## src/kmh_pkg.sv

```systemverilog
// ----------------------------------------------------------------------------
// kmh_pkg
// Shared constants, types and helper functions of the k-mer histogram counter.
// ----------------------------------------------------------------------------
package kmh_pkg;

   // store and alphabet dimensions
   localparam int INDEX_BITS  = 16;
   localparam int MAX_SYMBOLS = 8;
   localparam int MAX_K       = 16;

   localparam int STORE_SIZE = 1 << INDEX_BITS;
   localparam int NSYM_W     = $clog2(MAX_SYMBOLS + 1);
   localparam int SIDX_W     = (MAX_SYMBOLS > 2) ? $clog2(MAX_SYMBOLS) : 1;
   localparam int K_W        = $clog2(MAX_K + 1);
   localparam int SPAN_W     = INDEX_BITS + 1;
   localparam int PROD_W     = SPAN_W + NSYM_W;
   localparam int REM_W      = INDEX_BITS + 1;
   localparam int CNT_W      = $clog2(((MAX_K > PROD_W) ? MAX_K : PROD_W) + 1);

   // fixed field widths
   localparam int CHAR_W    = 8;
   localparam int NSYM_FW   = 4;
   localparam int KLEN_FW   = 5;
   localparam int COUNT_W   = 32;
   localparam int KIDX_W    = 16;
   localparam int CSR_DW    = 64;
   localparam int CSR_AW    = 5;
   localparam int REGIDX_W  = CSR_AW - 3;

   typedef logic [INDEX_BITS-1:0] index_type;
   typedef logic [REGIDX_W-1:0]   reg_index_type;

   localparam reg_index_type REG_SYMBOL_CHARS = reg_index_type'(0);
   localparam reg_index_type REG_NUM_SYMBOLS  = reg_index_type'(1);
   localparam reg_index_type REG_KMER_LENGTH  = reg_index_type'(2);

   localparam logic [CSR_DW-1:0]  RST_SYMBOL_CHARS = 64'd1414988609;
   localparam logic [NSYM_FW-1:0] RST_NUM_SYMBOLS  = 4'd4;
   localparam logic [KLEN_FW-1:0] RST_KMER_LENGTH  = 5'd8;

   localparam logic [SPAN_W-1:0]  SPAN_SAT   = SPAN_W'(STORE_SIZE + 1);
   localparam logic [SPAN_W-1:0]  SPAN_LIMIT = SPAN_W'(STORE_SIZE);
   localparam logic [COUNT_W-1:0] COUNT_MAX  = '1;

   typedef struct packed {
      logic [CSR_DW-1:0]  symbol_chars;
      logic [NSYM_FW-1:0] num_symbols;
      logic [KLEN_FW-1:0] kmer_length;
   } cfg_type;

   typedef enum logic {
      ALU_MAC,
      ALU_SUB
   } alu_op_type;

   typedef struct packed {
      alu_op_type        op;
      logic [PROD_W-1:0] a;
      logic [PROD_W-1:0] b;
      logic [NSYM_W-1:0] m;
   } alu_req_type;

   typedef struct packed {
      logic [PROD_W-1:0] result;
      logic              ge;
   } alu_rsp_type;

   typedef struct packed {
      logic               we;
      index_type          addr;
      logic [COUNT_W-1:0] wdata;
   } store_req_type;

   typedef struct packed {
      logic              hit;
      logic [SIDX_W-1:0] idx;
   } sym_match_type;

   typedef enum logic [3:0] {
      ST_CLEAR,
      ST_IDLE,
      ST_SPAN,
      ST_MAC,
      ST_DIV,
      ST_WIN,
      ST_RD,
      ST_UPD,
      ST_DONE
   } state_type;

   function automatic logic [NSYM_W-1:0] eff_symbols(input logic [NSYM_FW-1:0] n);
      if (32'(n) > MAX_SYMBOLS) begin
         return NSYM_W'(MAX_SYMBOLS);
      end
      return NSYM_W'(n);
   endfunction

   function automatic logic [K_W-1:0] eff_length(input logic [KLEN_FW-1:0] k);
      if (32'(k) > MAX_K) begin
         return K_W'(MAX_K);
      end
      return K_W'(k);
   endfunction

   function automatic logic [CHAR_W-1:0] lower_ascii(input logic [CHAR_W-1:0] c);
      if (c >= 8'h41 && c <= 8'h5A) begin
         return c + 8'd32;
      end
      return c;
   endfunction

   // highest matching symbol wins
   function automatic sym_match_type lookup_symbol(input logic [CHAR_W-1:0] c,
                                                   input logic [CSR_DW-1:0] chars,
                                                   input logic [NSYM_W-1:0] n);
      sym_match_type     m;
      logic [CHAR_W-1:0] s;
      m = '0;
      for (int i = 0; i < MAX_SYMBOLS; i++) begin
         s = chars[CHAR_W*i +: CHAR_W];
         if (NSYM_W'(i) < n && (c == s || c == lower_ascii(s))) begin
            m.hit = 1'b1;
            m.idx = SIDX_W'(i);
         end
      end
      return m;
   endfunction

endpackage

```

## src/kmh_alu.sv

```systemverilog
// ----------------------------------------------------------------------------
// kmh_alu
// Shared arithmetic unit: small multiply-accumulate or compare-subtract.
// ----------------------------------------------------------------------------
module kmh_alu
   import kmh_pkg::*;
(
   input  alu_req_type req,
   output alu_rsp_type rsp
);

   logic [PROD_W-1:0] prod;
   logic [PROD_W-1:0] diff;

   assign prod = PROD_W'(req.a * req.m) + req.b;
   assign diff = req.a - req.b;

   always_comb begin
      rsp.ge = (req.a >= req.b);
      unique case (req.op)
         ALU_MAC: begin
            rsp.result = prod;
         end
         ALU_SUB: begin
            rsp.result = diff;
         end
      endcase
   end

endmodule

```

## config.mk

```make
export PLATFORM = sky130hd
export DESIGN_NAME = kmh_alu
export DESIGN_NICKNAME = d
export VERILOG_FILES = /design/src/kmh_pkg.sv /design/src/kmh_alu.sv
export SDC_FILE = /design/constraint.sdc
export NUM_CORES = 1
export LEC_CHECK = 0
export ABC_AREA = 1
export CAP_MARGIN = 20
export CORE_MARGIN = 2
export CORE_UTILIZATION = 72
export DETAILED_ROUTE_END_ITERATION = 10
export DONT_BUFFER_PORTS = 1
export GPL_TIMING_DRIVEN = 0
export PLACE_DENSITY = 0.89
export SLEW_MARGIN = 20
export SYNTH_ARGS = -nofsm -noshare
export SYNTH_HDL_FRONTEND = slang
export SYNTH_SLANG_ARGS = --single-unit
```

## constraint.sdc

```tcl
create_clock -name vclk -period 19.9
set_clock_uncertainty 0.2 [all_clocks]
set_input_delay 5.97 -clock vclk [all_inputs]
set_output_delay 5.97 -clock vclk [all_outputs]
set_load 0.1 [all_outputs]
```

==> impl_metrics.env <==
export IMPL_status="finished clean"
export IMPL_ys_types=23
export IMPL_final_layout_size_suffix_gt1_frac=0.0168
export IMPL_detail_route_antenna_nets=0
export IMPL_worst_slack_ns=2.98
export IMPL_max_cap_violations=0
export IMPL_fp_dieArea_um2=7530
export IMPL_cts_setup_buffers=0
export IMPL_maxSlewHeadroom=0.257
export IMPL_grt_first_pass_wirelength_um=24000
export IMPL_required_ns=13.73
export IMPL_synth_area_um2=4940
export IMPL_fin_setup_tns_ns=0
export IMPL_cpMaxStageDelayCell="nand2_1"
export IMPL_critPathArrivalTime_ns=10.75
export IMPL_drc=0
export IMPL_cp_end_kind="output pin"
export IMPL_cp_common_cell="inv_1"
export IMPL_fmax_ghz=0.0591
export IMPL_slew_viol_final=0
export IMPL_ys_warn_count=0
export IMPL_grt_max_degree=11
export IMPL_p_leak_nw=3.47
export IMPL_netlist_instances=895
export IMPL_finalSetupViolations=0
export IMPL_ir_worst_vdd_mv=0.0394
export IMPL_row_count=30
export IMPL_first_pass_iters=6
export IMPL_syn_to_final_growth_pct=2.69
export IMPL_synth_avg_cell_area_um2=5.52
export IMPL_worstMarginPinSlew_ns=1.11
export IMPL_dp_hpwl_um=12900
export IMPL_grt_overflow_total=0
export IMPL_first_iter_violations=612
export IMPL_crit_start="req[1]"
export IMPL_critPathKind="primary input to output pin"
export IMPL_p_per_area_nw_per_um2=88.8
export IMPL_grt_antenna_before_repair=0
export IMPL_layout_common_cells="316 x nand2_1, 255 x inv_1, 54 x fa_1, 53 x nor2_1, 48 x nand3_1"
export IMPL_synth_xor_area_frac=0.00710
export IMPL_crit_fanout=10
export IMPL_timing_final_crit_share=0.850
export IMPL_wl_per_cell_um=15.3
export IMPL_cts_resized=0
export IMPL_synthMuxAreaShare=0
export IMPL_whs_ns=12.23
export IMPL_design_seq_count=0
export IMPL_worst_path_largest_cell_delay_ns=0.68
export IMPL_post_route_min_period_ns=16.92
export IMPL_ctsHoldBuffers=0
export IMPL_antenna_cells=0
export IMPL_rsz0062_at_grt="false"
export IMPL_num_vias=5567
export IMPL_worstSetupStartpointType="primary input"
export IMPL_die_h_um=86.8
export IMPL_die_x_um=86.8
export IMPL_seq_area_frac_synth=0
export IMPL_hold_viol_final=0
export IMPL_crit_chain="clkbuf_1 -> clkbuf_1 -> nand2_1 -> inv_1 -> fa_1 -> fa_1 -> inv_1 -> fa_1 -> inv_1 -> ha_1 -> nand2_1 -> nor2_1 -> inv_1 -> nor2_1 -> nand4_1 -> nand4_1 -> nand3_1 -> nand2_1"
export IMPL_hold_class="primary input to output pin"
export IMPL_grt_usage=0.402
export IMPL_portBuffers=0
export IMPL_crit_path_end="rsp[19]"
export IMPL_core_region_area_um2=6720
export IMPL_synth_adder_area_share=0.333
export IMPL_start_util=0.735
export IMPL_grt_pass1_vias=5308
export IMPL_final_common_cell="nand2_1"
export IMPL_dp_slack_ns=3.10
export IMPL_boundaryPins=69
export IMPL_regArea_um2=0
export IMPL_synth_compound_area_frac=0.0753
export IMPL_totalWireLength_um=14900
export IMPL_synth_fp_nets=1041
export IMPL_synth_top_family_by_area="simple AND/OR/NAND/NOR gates"
export IMPL_place_congestion=1.06
export IMPL_fin_nets=1043
export IMPL_final_clkbuf_count=0
export IMPL_vias_per_cell=5.71
export IMPL_yosys_area_share_simple=0.381
export IMPL_num_fill_cells=590
export IMPL_p_total_uw=450
[logic make-up (layout without fill, tap and decap cells)]
family                   count (synthesis)  count (layout)
buffers and inverters                  267             267
adder cells (fa/ha/maj)                 99              99
XOR/XNOR                                 4               4
AO/OA/AOI/OAI                           70              70
AND/OR/NAND/NOR                        455             455
[report_power, final]
part	internal, mW	switching, mW	total (mW)	leakage, nW
combinational	0.110	0.340	0.450	3.47
clock	0	0	0	0
sequential	0	0	0	0
[worst min path at each step]
stage / from / end / slack, ns / cells past startpoint
final: req[5] / rsp[2] / 12.23 / 2
after global routing: req[5] / rsp[2] / 12.23 / 2
after CTS: req[5] / rsp[2] / 12.23 / 2
after detailed placement: req[5] / rsp[2] / 12.23 / 2
after global placement: req[46] / rsp[6] / 12.38 / 4
after floorplan: req[46] / rsp[6] / 12.35 / 4
[Yosys cell counts]
| master | instances | share of area |
|---|---|---|
| nor2_1 | 54 | 0.041 |
| o21ai_2 | 1 | 0.0018 |
| buf_2 | 3 | 0.0030 |
| o21bai_1 | 5 | 0.0076 |
| nand3_2 | 2 | 0.0041 |
| o31ai_1 | 1 | 0.0015 |
| clkbuf_1 | 6 | 0.0046 |
| fa_1 | 54 | 0.22 |
| o211ai_1 | 1 | 0.0015 |
| xor2_1 | 3 | 0.0053 |
| nor3_1 | 4 | 0.0041 |
| buf_1 | 3 | 0.0023 |
| nor4_1 | 2 | 0.0025 |
| ha_1 | 45 | 0.11 |
| nand4_1 | 14 | 0.018 |
| o21ai_0 | 24 | 0.024 |
| nand3b_1 | 13 | 0.020 |
| inv_1 | 255 | 0.19 |
| and2_1 | 2 | 0.0025 |
| nand2_1 | 316 | 0.24 |
| xnor2_1 | 1 | 0.0018 |
| nand3_1 | 48 | 0.049 |
| a21oi_1 | 38 | 0.039 |
[layer usage]
metal	routed length, um	track usage
met1	5840	0.541
met2	7070	0.697
met3	1590	0.0333
met4	440	0.101
met5	0	0
[layout make-up]
cell class | count | area (um^2) | share of cell area
multi-input combinational | 628 | 3960 | 0.782
inverter | 255 | 957 | 0.189
tap | 80 | 100 | 0.0197
buffer | 12 | 48.8 | 0.00963
[stage by stage]
step                area (um^2)  std cells  utilization
floorplan                  4940        895            -
global placement           5040        975        0.750
detailed placement         5070        975        0.754
CTS                        5070        975        0.754
global route               5070        975        0.754
finish                     5070        975        0.754
[worst max-delay path, delay by kind of cell]
| family | cells | cell delay (ns) |
|---|---|---|
| buf+inv | 6 | 1.32 |
| simple gates | 8 | 1.68 |
| fa+ha+maj | 4 | 1.76 |
Note: power is estimated with default switching activity, not from simulation.
