--- config.mk ---
export PLATFORM = sky130hd
export DESIGN_NAME = kmh_csr
export DESIGN_NICKNAME = d
export VERILOG_FILES = /design/src/kmh_pkg.sv /design/src/kmh_csr.sv
export SDC_FILE = /design/constraint.sdc
export NUM_CORES = 1
export LEC_CHECK = 0
export BUFFER_PORTS_ARGS = -buffer_cell sky130_fd_sc_hd__buf_2
export CAP_MARGIN = 25
export CORE_MARGIN = 4
export CORE_UTILIZATION = 48
export DETAILED_ROUTE_END_ITERATION = 12
export GPL_ROUTABILITY_DRIVEN = 0
export PLACE_DENSITY = 0.89
export REMOVE_ABC_BUFFERS = 1
export SLEW_MARGIN = 30
export SYNTH_ARGS = -nofsm -noshare
export SYNTH_HDL_FRONTEND = slang
export SYNTH_SLANG_ARGS = --single-unit
--- constraint.sdc ---
create_clock -name clock -period 1.75 [get_ports clock]
set_clock_uncertainty 0.2 [all_clocks]
set_input_delay 0.0875 -clock clock [delete_from_list [all_inputs] [get_ports clock]]
set_output_delay 0.0875 -clock clock [all_outputs]
set_load 0.02 [all_outputs]
--- src/kmh_pkg.sv ---
// ----------------------------------------------------------------------------
// kmh_pkg
// Shared constants, types and helper functions of the k-mer histogram counter.
// ----------------------------------------------------------------------------
package kmh_pkg;

   // store and alphabet dimensions
   localparam int INDEX_BITS  = 16;
   localparam int MAX_SYMBOLS = 8;
   localparam int MAX_K       = 16;

   localparam int STORE_SIZE = 1 << INDEX_BITS;
   localparam int NSYM_W     = $clog2(MAX_SYMBOLS + 1);
   localparam int SIDX_W     = (MAX_SYMBOLS > 2) ? $clog2(MAX_SYMBOLS) : 1;
   localparam int K_W        = $clog2(MAX_K + 1);
   localparam int SPAN_W     = INDEX_BITS + 1;
   localparam int PROD_W     = SPAN_W + NSYM_W;
   localparam int REM_W      = INDEX_BITS + 1;
   localparam int CNT_W      = $clog2(((MAX_K > PROD_W) ? MAX_K : PROD_W) + 1);

   // fixed field widths
   localparam int CHAR_W    = 8;
   localparam int NSYM_FW   = 4;
   localparam int KLEN_FW   = 5;
   localparam int COUNT_W   = 32;
   localparam int KIDX_W    = 16;
   localparam int CSR_DW    = 64;
   localparam int CSR_AW    = 5;
   localparam int REGIDX_W  = CSR_AW - 3;

   typedef logic [INDEX_BITS-1:0] index_type;
   typedef logic [REGIDX_W-1:0]   reg_index_type;

   localparam reg_index_type REG_SYMBOL_CHARS = reg_index_type'(0);
   localparam reg_index_type REG_NUM_SYMBOLS  = reg_index_type'(1);
   localparam reg_index_type REG_KMER_LENGTH  = reg_index_type'(2);

   localparam logic [CSR_DW-1:0]  RST_SYMBOL_CHARS = 64'd1414988609;
   localparam logic [NSYM_FW-1:0] RST_NUM_SYMBOLS  = 4'd4;
   localparam logic [KLEN_FW-1:0] RST_KMER_LENGTH  = 5'd8;

   localparam logic [SPAN_W-1:0]  SPAN_SAT   = SPAN_W'(STORE_SIZE + 1);
   localparam logic [SPAN_W-1:0]  SPAN_LIMIT = SPAN_W'(STORE_SIZE);
   localparam logic [COUNT_W-1:0] COUNT_MAX  = '1;

   typedef struct packed {
      logic [CSR_DW-1:0]  symbol_chars;
      logic [NSYM_FW-1:0] num_symbols;
      logic [KLEN_FW-1:0] kmer_length;
   } cfg_type;

   typedef enum logic {
      ALU_MAC,
      ALU_SUB
   } alu_op_type;

   typedef struct packed {
      alu_op_type        op;
      logic [PROD_W-1:0] a;
      logic [PROD_W-1:0] b;
      logic [NSYM_W-1:0] m;
   } alu_req_type;

   typedef struct packed {
      logic [PROD_W-1:0] result;
      logic              ge;
   } alu_rsp_type;

   typedef struct packed {
      logic               we;
      index_type          addr;
      logic [COUNT_W-1:0] wdata;
   } store_req_type;

   typedef struct packed {
      logic              hit;
      logic [SIDX_W-1:0] idx;
   } sym_match_type;

   typedef enum logic [3:0] {
      ST_CLEAR,
      ST_IDLE,
      ST_SPAN,
      ST_MAC,
      ST_DIV,
      ST_WIN,
      ST_RD,
      ST_UPD,
      ST_DONE
   } state_type;

   function automatic logic [NSYM_W-1:0] eff_symbols(input logic [NSYM_FW-1:0] n);
      if (32'(n) > MAX_SYMBOLS) begin
         return NSYM_W'(MAX_SYMBOLS);
      end
      return NSYM_W'(n);
   endfunction

   function automatic logic [K_W-1:0] eff_length(input logic [KLEN_FW-1:0] k);
      if (32'(k) > MAX_K) begin
         return K_W'(MAX_K);
      end
      return K_W'(k);
   endfunction

   function automatic logic [CHAR_W-1:0] lower_ascii(input logic [CHAR_W-1:0] c);
      if (c >= 8'h41 && c <= 8'h5A) begin
         return c + 8'd32;
      end
      return c;
   endfunction

   // highest matching symbol wins
   function automatic sym_match_type lookup_symbol(input logic [CHAR_W-1:0] c,
                                                   input logic [CSR_DW-1:0] chars,
                                                   input logic [NSYM_W-1:0] n);
      sym_match_type     m;
      logic [CHAR_W-1:0] s;
      m = '0;
      for (int i = 0; i < MAX_SYMBOLS; i++) begin
         s = chars[CHAR_W*i +: CHAR_W];
         if (NSYM_W'(i) < n && (c == s || c == lower_ascii(s))) begin
            m.hit = 1'b1;
            m.idx = SIDX_W'(i);
         end
      end
      return m;
   endfunction

endpackage

--- src/kmh_csr.sv ---
// ----------------------------------------------------------------------------
// kmh_csr
// APB-style configuration registers: alphabet, alphabet size, window length.
// ----------------------------------------------------------------------------
module kmh_csr
   import kmh_pkg::*;
(
   input  logic              clock,
   input  logic              reset,
   input  logic              psel,
   input  logic              penable,
   input  logic              pwrite,
   input  logic [CSR_AW-1:0] paddr,
   input  logic [CSR_DW-1:0] pwdata,
   output logic [CSR_DW-1:0] prdata,
   output logic              pready,
   output cfg_type           cfg
);

   logic [CSR_DW-1:0]  chars_ff, chars_in;
   logic [NSYM_FW-1:0] nsym_ff, nsym_in;
   logic [KLEN_FW-1:0] klen_ff, klen_in;
   reg_index_type      reg_idx;
   logic               wr_en;

   assign reg_idx = paddr[CSR_AW-1:3];
   assign wr_en   = psel && penable && pwrite;
   assign pready  = 1'b1;

   always_comb begin
      chars_in = chars_ff;
      nsym_in  = nsym_ff;
      klen_in  = klen_ff;
      prdata   = '0;
      unique case (reg_idx)
         REG_SYMBOL_CHARS: begin
            prdata = chars_ff;
            if (wr_en) begin
               chars_in = pwdata;
            end
         end
         REG_NUM_SYMBOLS: begin
            prdata = CSR_DW'(nsym_ff);
            if (wr_en) begin
               nsym_in = pwdata[NSYM_FW-1:0];
            end
         end
         REG_KMER_LENGTH: begin
            prdata = CSR_DW'(klen_ff);
            if (wr_en) begin
               klen_in = pwdata[KLEN_FW-1:0];
            end
         end
         default: begin
            prdata = '0;
         end
      endcase
   end

   always_ff @(posedge clock) begin
      if (reset) begin
         chars_ff <= RST_SYMBOL_CHARS;
         nsym_ff  <= RST_NUM_SYMBOLS;
         klen_ff  <= RST_KMER_LENGTH;
      end else begin
         chars_ff <= chars_in;
         nsym_ff  <= nsym_in;
         klen_ff  <= klen_in;
      end
   end

   assign cfg.symbol_chars = chars_ff;
   assign cfg.num_symbols  = nsym_ff;
   assign cfg.kmer_length  = klen_ff;

endmodule

==> summary.txt, run 1 <==
Status
  • Status: finished clean

Routing
  • Avg WL per Cell: 14.4 um
  • Met2 WL: 5940 um
  • Routed vias/inst: 4.83
  • Final wirelength: 11100 um
  • Metal1 wirelength: 4150 um
  • Antenna-violating nets left: 0
  • DR pass1 iterations: 4
  • DR WL met3: 669 um
  • Via count: 3712
  • Drt initial violations: 97
  • # DRC: 0
  • DR top layer: met4

Final layout
  • Layout cells sized above 1: 35.1%
  • Final #Nets: 736
  • Commonest cells after routing, fill and taps aside: 207 x buf_2, 112 x nand2b_1, 78 x mux2i_1
  • Area growth syn-to-layout: 52.0%
  • Final Core Density: 74.7%
  • Cell area after layout: 0.00574 mm2
  • Antenna cells: 0
  • Commonest non-fill, non-tap cell in the layout: buf_2

Critical path
  • CP Capture Type: flop
  • CP peak stage delay: 0.54 ns
  • Crit path launch: psel
  • Crit path launch type: input port
  • Worst EP arrival: 1.76 ns
  • R2R Path Start: klen_ff[1]$_SDFFE_PP0P_
  • CP bufs+invs: 4
  • Top Family by Delay on Critical Path: buffers and inverters
  • CP max stage cell: dlygate4sd3_1
  • R2R Setup Slk: 0.32 ns
  • Worst Path Max Fanout: 17
  • Setup CP Type: input port to flop
  • WP depth: 7
  • Crit path required time: 1.80 ns
  • Critical Path, Cell by Cell: dlygate4sd3_1 -> buf_2 -> nand3_2 -> nor3_4 -> buf_4 -> buf_12 -> mux2i_1
  • Worst r2r path cells: 3

Hold path
  • Hold depth: 3
  • Hold Path Class: input port to flop
  • Min-delay src: paddr[4]

Power
  • Max VDD drop: 0.437 mV
  • Pwr dens: 644 mW/mm2
  • Pwr Total: 3.70 mW
  • Clock power frac: 39.6%
  • Leakage: 2.70 nW
  • P_sw: 0.878 mW
  • Sequential fraction of design power: 46.0%
  • Switching Fraction: 23.8%
  • P_int: 2.82 mW
  • Combinational power share: 14.4%

Floorplan
  • I/O pin cnt: 212
  • Die Wd: 96.7 um
  • Die height: 96.7 um
  • Core Box Area: 0.00769 mm2
  • Initial core utilization: 49.1%
  • Std cell rows: 32
  • Die ar.: 0.00935 mm2

Clocking
  • Clock Sinks: 73
  • TritonCTS buffer count: 9
  • Htree depth: 3
  • Root Driver: clkbuf_8
  • CTS tree: done
  • Bufs on Longest Clock Path: 2
  • Clk slew on worst S/H paths: 0.07 ns
  • Clk_lat worst skew: 0.32 ns

Synth
  • Synthesis Warnings: 0
  • Syn Std Cell Area: 0.00377 mm2
  • Synth Flop Type: dfxtp_1
  • Synth cell types: 21
  • Synth Area in Compound Gates: 0.530%
  • Synth async-reset ratio: 0%
  • Synth Area in XOR/XNOR: 0%
  • Mapped Avg Cell Area: 9.48 um2
  • Sequential share of the synthesized area: 38.7%
  • Mux share of post-synthesis cell area: 20.7%
  • Synth Register Bits: 73
  • Cells after synthesis: 398
  • Simple-gate share of the synthesized area: 33.4%
  • Post-synth EDFFs: 0
  • Synth Area in Adders: 0%
  • Largest family of logic cells by synthesized area: simple AND/OR/NAND/NOR gates

Timing
  • Crit share post-route: 98.0%
  • Final setup vio count: 0
  • Fmax: 583 MHz
  • Final Slew Violations: 0
  • Count of final hold-check violations: 0
  • Sum Neg Setup Slack: 0 ns
  • Tmin final: 1.72 ns
  • Fin Hold WS: 0.118 ns
  • RSZ-0062 raised after global routing: yes

Placed design
  • Port bufs: 207
  • Dpl hpwl: 6760 um
  • Post-DP Area: 0.00477 mm2

GRT
  • Initial antenna violation count: 0
  • Largest net degree at the start of global routing: 141
  • First-pass GRT wire length: 18200 um
  • Grt ovf: 0
  • Number of global-route vias before repair: 3827
  • Total track usage: 23.1%

Flow run
  • Max-cap viol count: 0
## final cells by class
class                   count  area (um2)
repair buffers            284        1840
clock buffers              12         145
multi-input cells         294        2090
clock inverters             4        76.3
well taps                 102         128
flip-flops and latches     73        1460
fillers                   553        1950
## kinds of logic (layout without fill, tap and decap cells)
group | Yosys count | in the layout
muxes | 78 | 78
AOI/OAI and AO/OA | 4 | 4
DFF | 73 | 73
buffers and inverters | 31 | 300
other | 1 | 1
and+or+nand+nor | 211 | 211
## Yosys cell counts (3+ instances only)
library cell | n | area share [%]
nor2_1 | 29 | 2.9
o21ai_0 | 4 | 0.53
nand2b_1 | 112 | 19
buf_2 | 4 | 0.53
buf_6 | 3 | 0.89
clkbuf_1 | 16 | 1.6
mux2i_1 | 78 | 21
buf_12 | 6 | 3.2
nand2_1 | 4 | 0.40
dfxtp_1 | 73 | 39
and2_1 | 59 | 9.8
## worst register-to-register path, delay by kind of cell, from the launching register on
kind | cells | cell delay [ns]
mux | 1 | 0.15
buf+inv | 1 | 0.56
simple gates | 1 | 0.08
flops | 1 | 0.39
## per-layer routing
metal  track usage, %  up-vias
met3             5.91       26
met2             42.3      154
li1                 -     1796
met1             25.0     1736
met4             9.83        0
met5                0        -
## worst paths after layout
kind | end
min | nsym_ff[2]$_SDFFE_PP1P_
max | chars_ff[20]$_SDFFE_PP1P_
max reg2reg | klen_ff[1]$_SDFFE_PP0P_
min reg2reg | chars_ff[45]$_SDFFE_PP0P_
## power by group through the flow
stage	sequential (mW)	clock [mW]	combinational, mW
floorplan	1.76	0	0.182
global placement	1.73	0	0.389
detailed placement	1.74	0	0.402
CTS	1.70	1.50	0.516
global route	1.70	1.56	0.577
finish	1.70	1.46	0.533
## sequential cells by signal, summed over array words and instances (netlist names)
| name | flops |
|---|---|
| klen_ff | 5 |
| nsym_ff | 4 |
| chars_ff | 64 |
## through the flow
step           setup slack (ns)  instances
3_3_place_gp              0.357        681
6_report                 0.0342        769
5_1_grt                 -0.0218        769
4_1_cts                  0.0661        764
2_1_floorplan             -2.65        367
3_5_place_dp              0.272        681
## what timing repair did
| action | 4_1_cts | 5_1_grt |
|---|---|---|
| endpoints found under the hold margin | 73 | 4 |
| resized for setup | 0 | 2 |
| hold buffers | 67 | 3 |
| setup endpoints to repair | 0 | 9 |
| setup buffers | 0 | 2 |
Note: power is estimated with default switching activity, not from simulation.
==> run 2: changes to the inputs <==
==> constraint.sdc (replaced) <==
create_clock -name clock -period 1.75 [get_ports clock]
set_clock_uncertainty 0.2 [all_clocks]
set_input_delay 0.175 -clock clock [delete_from_list [all_inputs] [get_ports clock]]
set_output_delay 0.175 -clock clock [all_outputs]
set_load 0.02 [all_outputs]
==> summary.txt, run 2 (same netlist as run 1, synthesis figures left out) <==
Hold path
  • Hold Path Class: input port to flop
  • Min-delay src: penable

Routing
  • Drt initial violations: 105 (+8.2%)
  • Via count: 3676 (-0.97%)
  • Final wirelength: 11200 um (+1.1%)
  • Routed vias/inst: 4.82 (about the same)
  • DR pass1 iterations: 5 (+1)
  • Avg WL per Cell: 14.7 um (+2.1%)
  • # DRC: 0 (unchanged)
  • Antenna-violating nets left: 0 (unchanged)

Timing
  • RSZ-0062 raised after global routing: no
  • Final Slew Violations: 0 (unchanged)
  • Count of final hold-check violations: 0 (unchanged)
  • Fin Hold WS: 0.0400 ns (-0.0776 ns)
  • Crit share post-route: 89.0% (-9.0 points)
  • Final setup vio count: 0 (unchanged)
  • Fmax: 642 MHz (+10%)
  • Tmin final: 1.56 ns (-0.158 ns)

Placed design
  • Dpl hpwl: 6740 um (-0.29%)
  • Port bufs: 207 (unchanged)

Clocking
  • Resize count post-CTS: 0 (unchanged)
  • Post-CTS setup buffer count: 0 (unchanged)
  • Root Driver: clkbuf_8
  • CTS tree: done
  • Clk slew on worst S/H paths: 0.07 ns (about the same)
  • Htree depth: 3 (unchanged)
  • Bufs on Longest Clock Path: 2 (unchanged)
  • Clock Sinks: 73 (unchanged)
  • Hold Buf Count CTS: 64 (-4.5%)
  • Clk_lat worst skew: 0.33 ns (about the same)
  • TritonCTS buffer count: 9 (unchanged)

Critical path
  • WP depth: 3 (-4)
  • Critical Path, Cell by Cell: mux2i_1 -> o21ai_0 -> buf_2
  • Crit path required time: 1.37 ns (-0.43 ns)
  • Worst r2r path cells: 2 (-1)
  • Crit path launch type: flop
  • R2R Setup Slk: 0.83 ns (+0.51 ns)
  • Crit path launch: nsym_ff[3]$_SDFFE_PP0P_
  • Reg-to-Reg End: chars_ff[12]$_SDFFE_PP0P_
  • CP peak stage delay: 0.37 ns (-0.17 ns)
  • Setup CP Type: flop to output port
  • CP Capture Type: output port
  • Worst EP arrival: 1.18 ns (-0.58 ns)
  • CP max stage cell: dfxtp_1
  • Worst Path Max Fanout: 3 (-14)
  • R2R Path Start: chars_ff[12]$_SDFFE_PP0P_
  • Top Family by Delay on Critical Path: flip-flops
  • Worst setup path endpoint: prdata[3]
  • CP bufs+invs: 1 (-3)

Power
  • Combinational power share: 14.1% (-0.3 points)
  • Pwr Total: 3.75 mW (+1.5%)
  • Switching Fraction: 23.0% (-0.72 points)
  • Sequential fraction of design power: 45.3% (-0.7 points)
  • Clock power frac: 40.6% (+1.0 points)
  • P_sw: 0.864 mW (-1.6%)
  • Leakage: 2.68 nW (-0.75%)
  • P_int: 2.89 mW (+2.4%)
  • Pwr dens: 662 mW/mm2 (+2.8%)
  • Max VDD drop: 0.426 mV (-2.6%)

Final layout
  • Final #Nets: 728 (-1.1%)
  • Max FFs per register: 64 (unchanged)
  • Area growth syn-to-layout: 50.1%
  • Final Core Density: 73.7% (-0.93 points)
  • Layout cells sized above 1: 35.2% (+0.12 points)
  • Largest registers: chars_ff (64), klen_ff (5), nsym_ff (4)
  • Commonest non-fill, non-tap cell in the layout: buf_2
  • Largest Register: chars_ff
  • Commonest cells after routing, fill and taps aside: 207 x buf_2, 112 x nand2b_1, 78 x mux2i_1

GRT
  • Largest net degree at the start of global routing: 141 (unchanged)
  • First-pass GRT wire length: 18700 um (+2.8%)
  • Initial antenna violation count: 0 (unchanged)
  • Total track usage: 23.9% (+0.86 points)
  • Number of global-route vias before repair: 3905 (+2.0%)
  • Grt ovf: 0 (unchanged)

Status
  • Status: finished clean

Floorplan
  • Die Wd: 96.7 um (unchanged)
  • Die ar.: 0.00935 mm2 (unchanged)
  • Initial core utilization: 49.1% (unchanged)
  • Core Box Area: 0.00769 mm2 (unchanged)
  • Die height: 96.7 um (unchanged)
  • Std cell rows: 32 (unchanged)
  • I/O pin cnt: 212 (unchanged)

Flow run
  • Max-cap viol count: 0 (unchanged)
-- run 2: worst reg2reg max path: stages, from the launching register on --
cell and delay (ns):
dfxtp_1 0.40, nand2b_1 0.10, mux2i_1 0.15
-- run 2: worst min-delay path by stage --
stage | slack [ns] | to | cells after the start
floorplan | 0.13 | chars_ff[10]$_SDFFE_PP0P_ | 2
global placement | 0.23 | chars_ff[17]$_SDFFE_PP1P_ | 3
detailed placement | 0.24 | chars_ff[6]$_SDFFE_PP1P_ | 3
CTS | 0.03 | klen_ff[1]$_SDFFE_PP0P_ | 3
global route | 0.03 | klen_ff[0]$_SDFFE_PP0P_ | 3
finish | 0.04 | klen_ff[1]$_SDFFE_PP0P_ | 3
-- run 2: final cells by class --
type | instances | area, um2
flip-flops and latches | 73 | 1460
well taps | 102 | 128
repair buffers | 276 | 1760
clock inverters | 4 | 73.8
fillers | 570 | 2020
diodes | 1 | 2.50
multi-input cells | 294 | 2070
clock buffers | 12 | 165
-- run 2: stage by stage --
stage	TNS (ns)	setup slack (ns)	cells	instance area (um2)
after floorplan	-175.42	-2.74	367	3530
after global placement	0	0.266	681	4790
after detailed placement	0	0.203	681	4790
after CTS	0	0.223	761	5670
after global routing	0	0.0871	761	5670
final	0	0.192	762	5670
-- run 2: per-layer routing --
metal	GRT usage (%)	share of wire, %	vias up
li1	-	-	1777
met1	25.4	37	1713
met2	44.6	54	152
met3	5.77	5.8	34
met4	10.5	3.1	0
met5	0	0	-
-- run 2: power by group through the flow --
stage | combinational (mW) | sequential (mW) | clock (mW)
2_1_floorplan | 0.182 | 1.76 | 0
3_3_place_gp | 0.392 | 1.73 | 0
3_5_place_dp | 0.404 | 1.74 | 0
4_1_cts | 0.518 | 1.70 | 1.57
5_1_grt | 0.571 | 1.70 | 1.63
6_report | 0.527 | 1.70 | 1.52
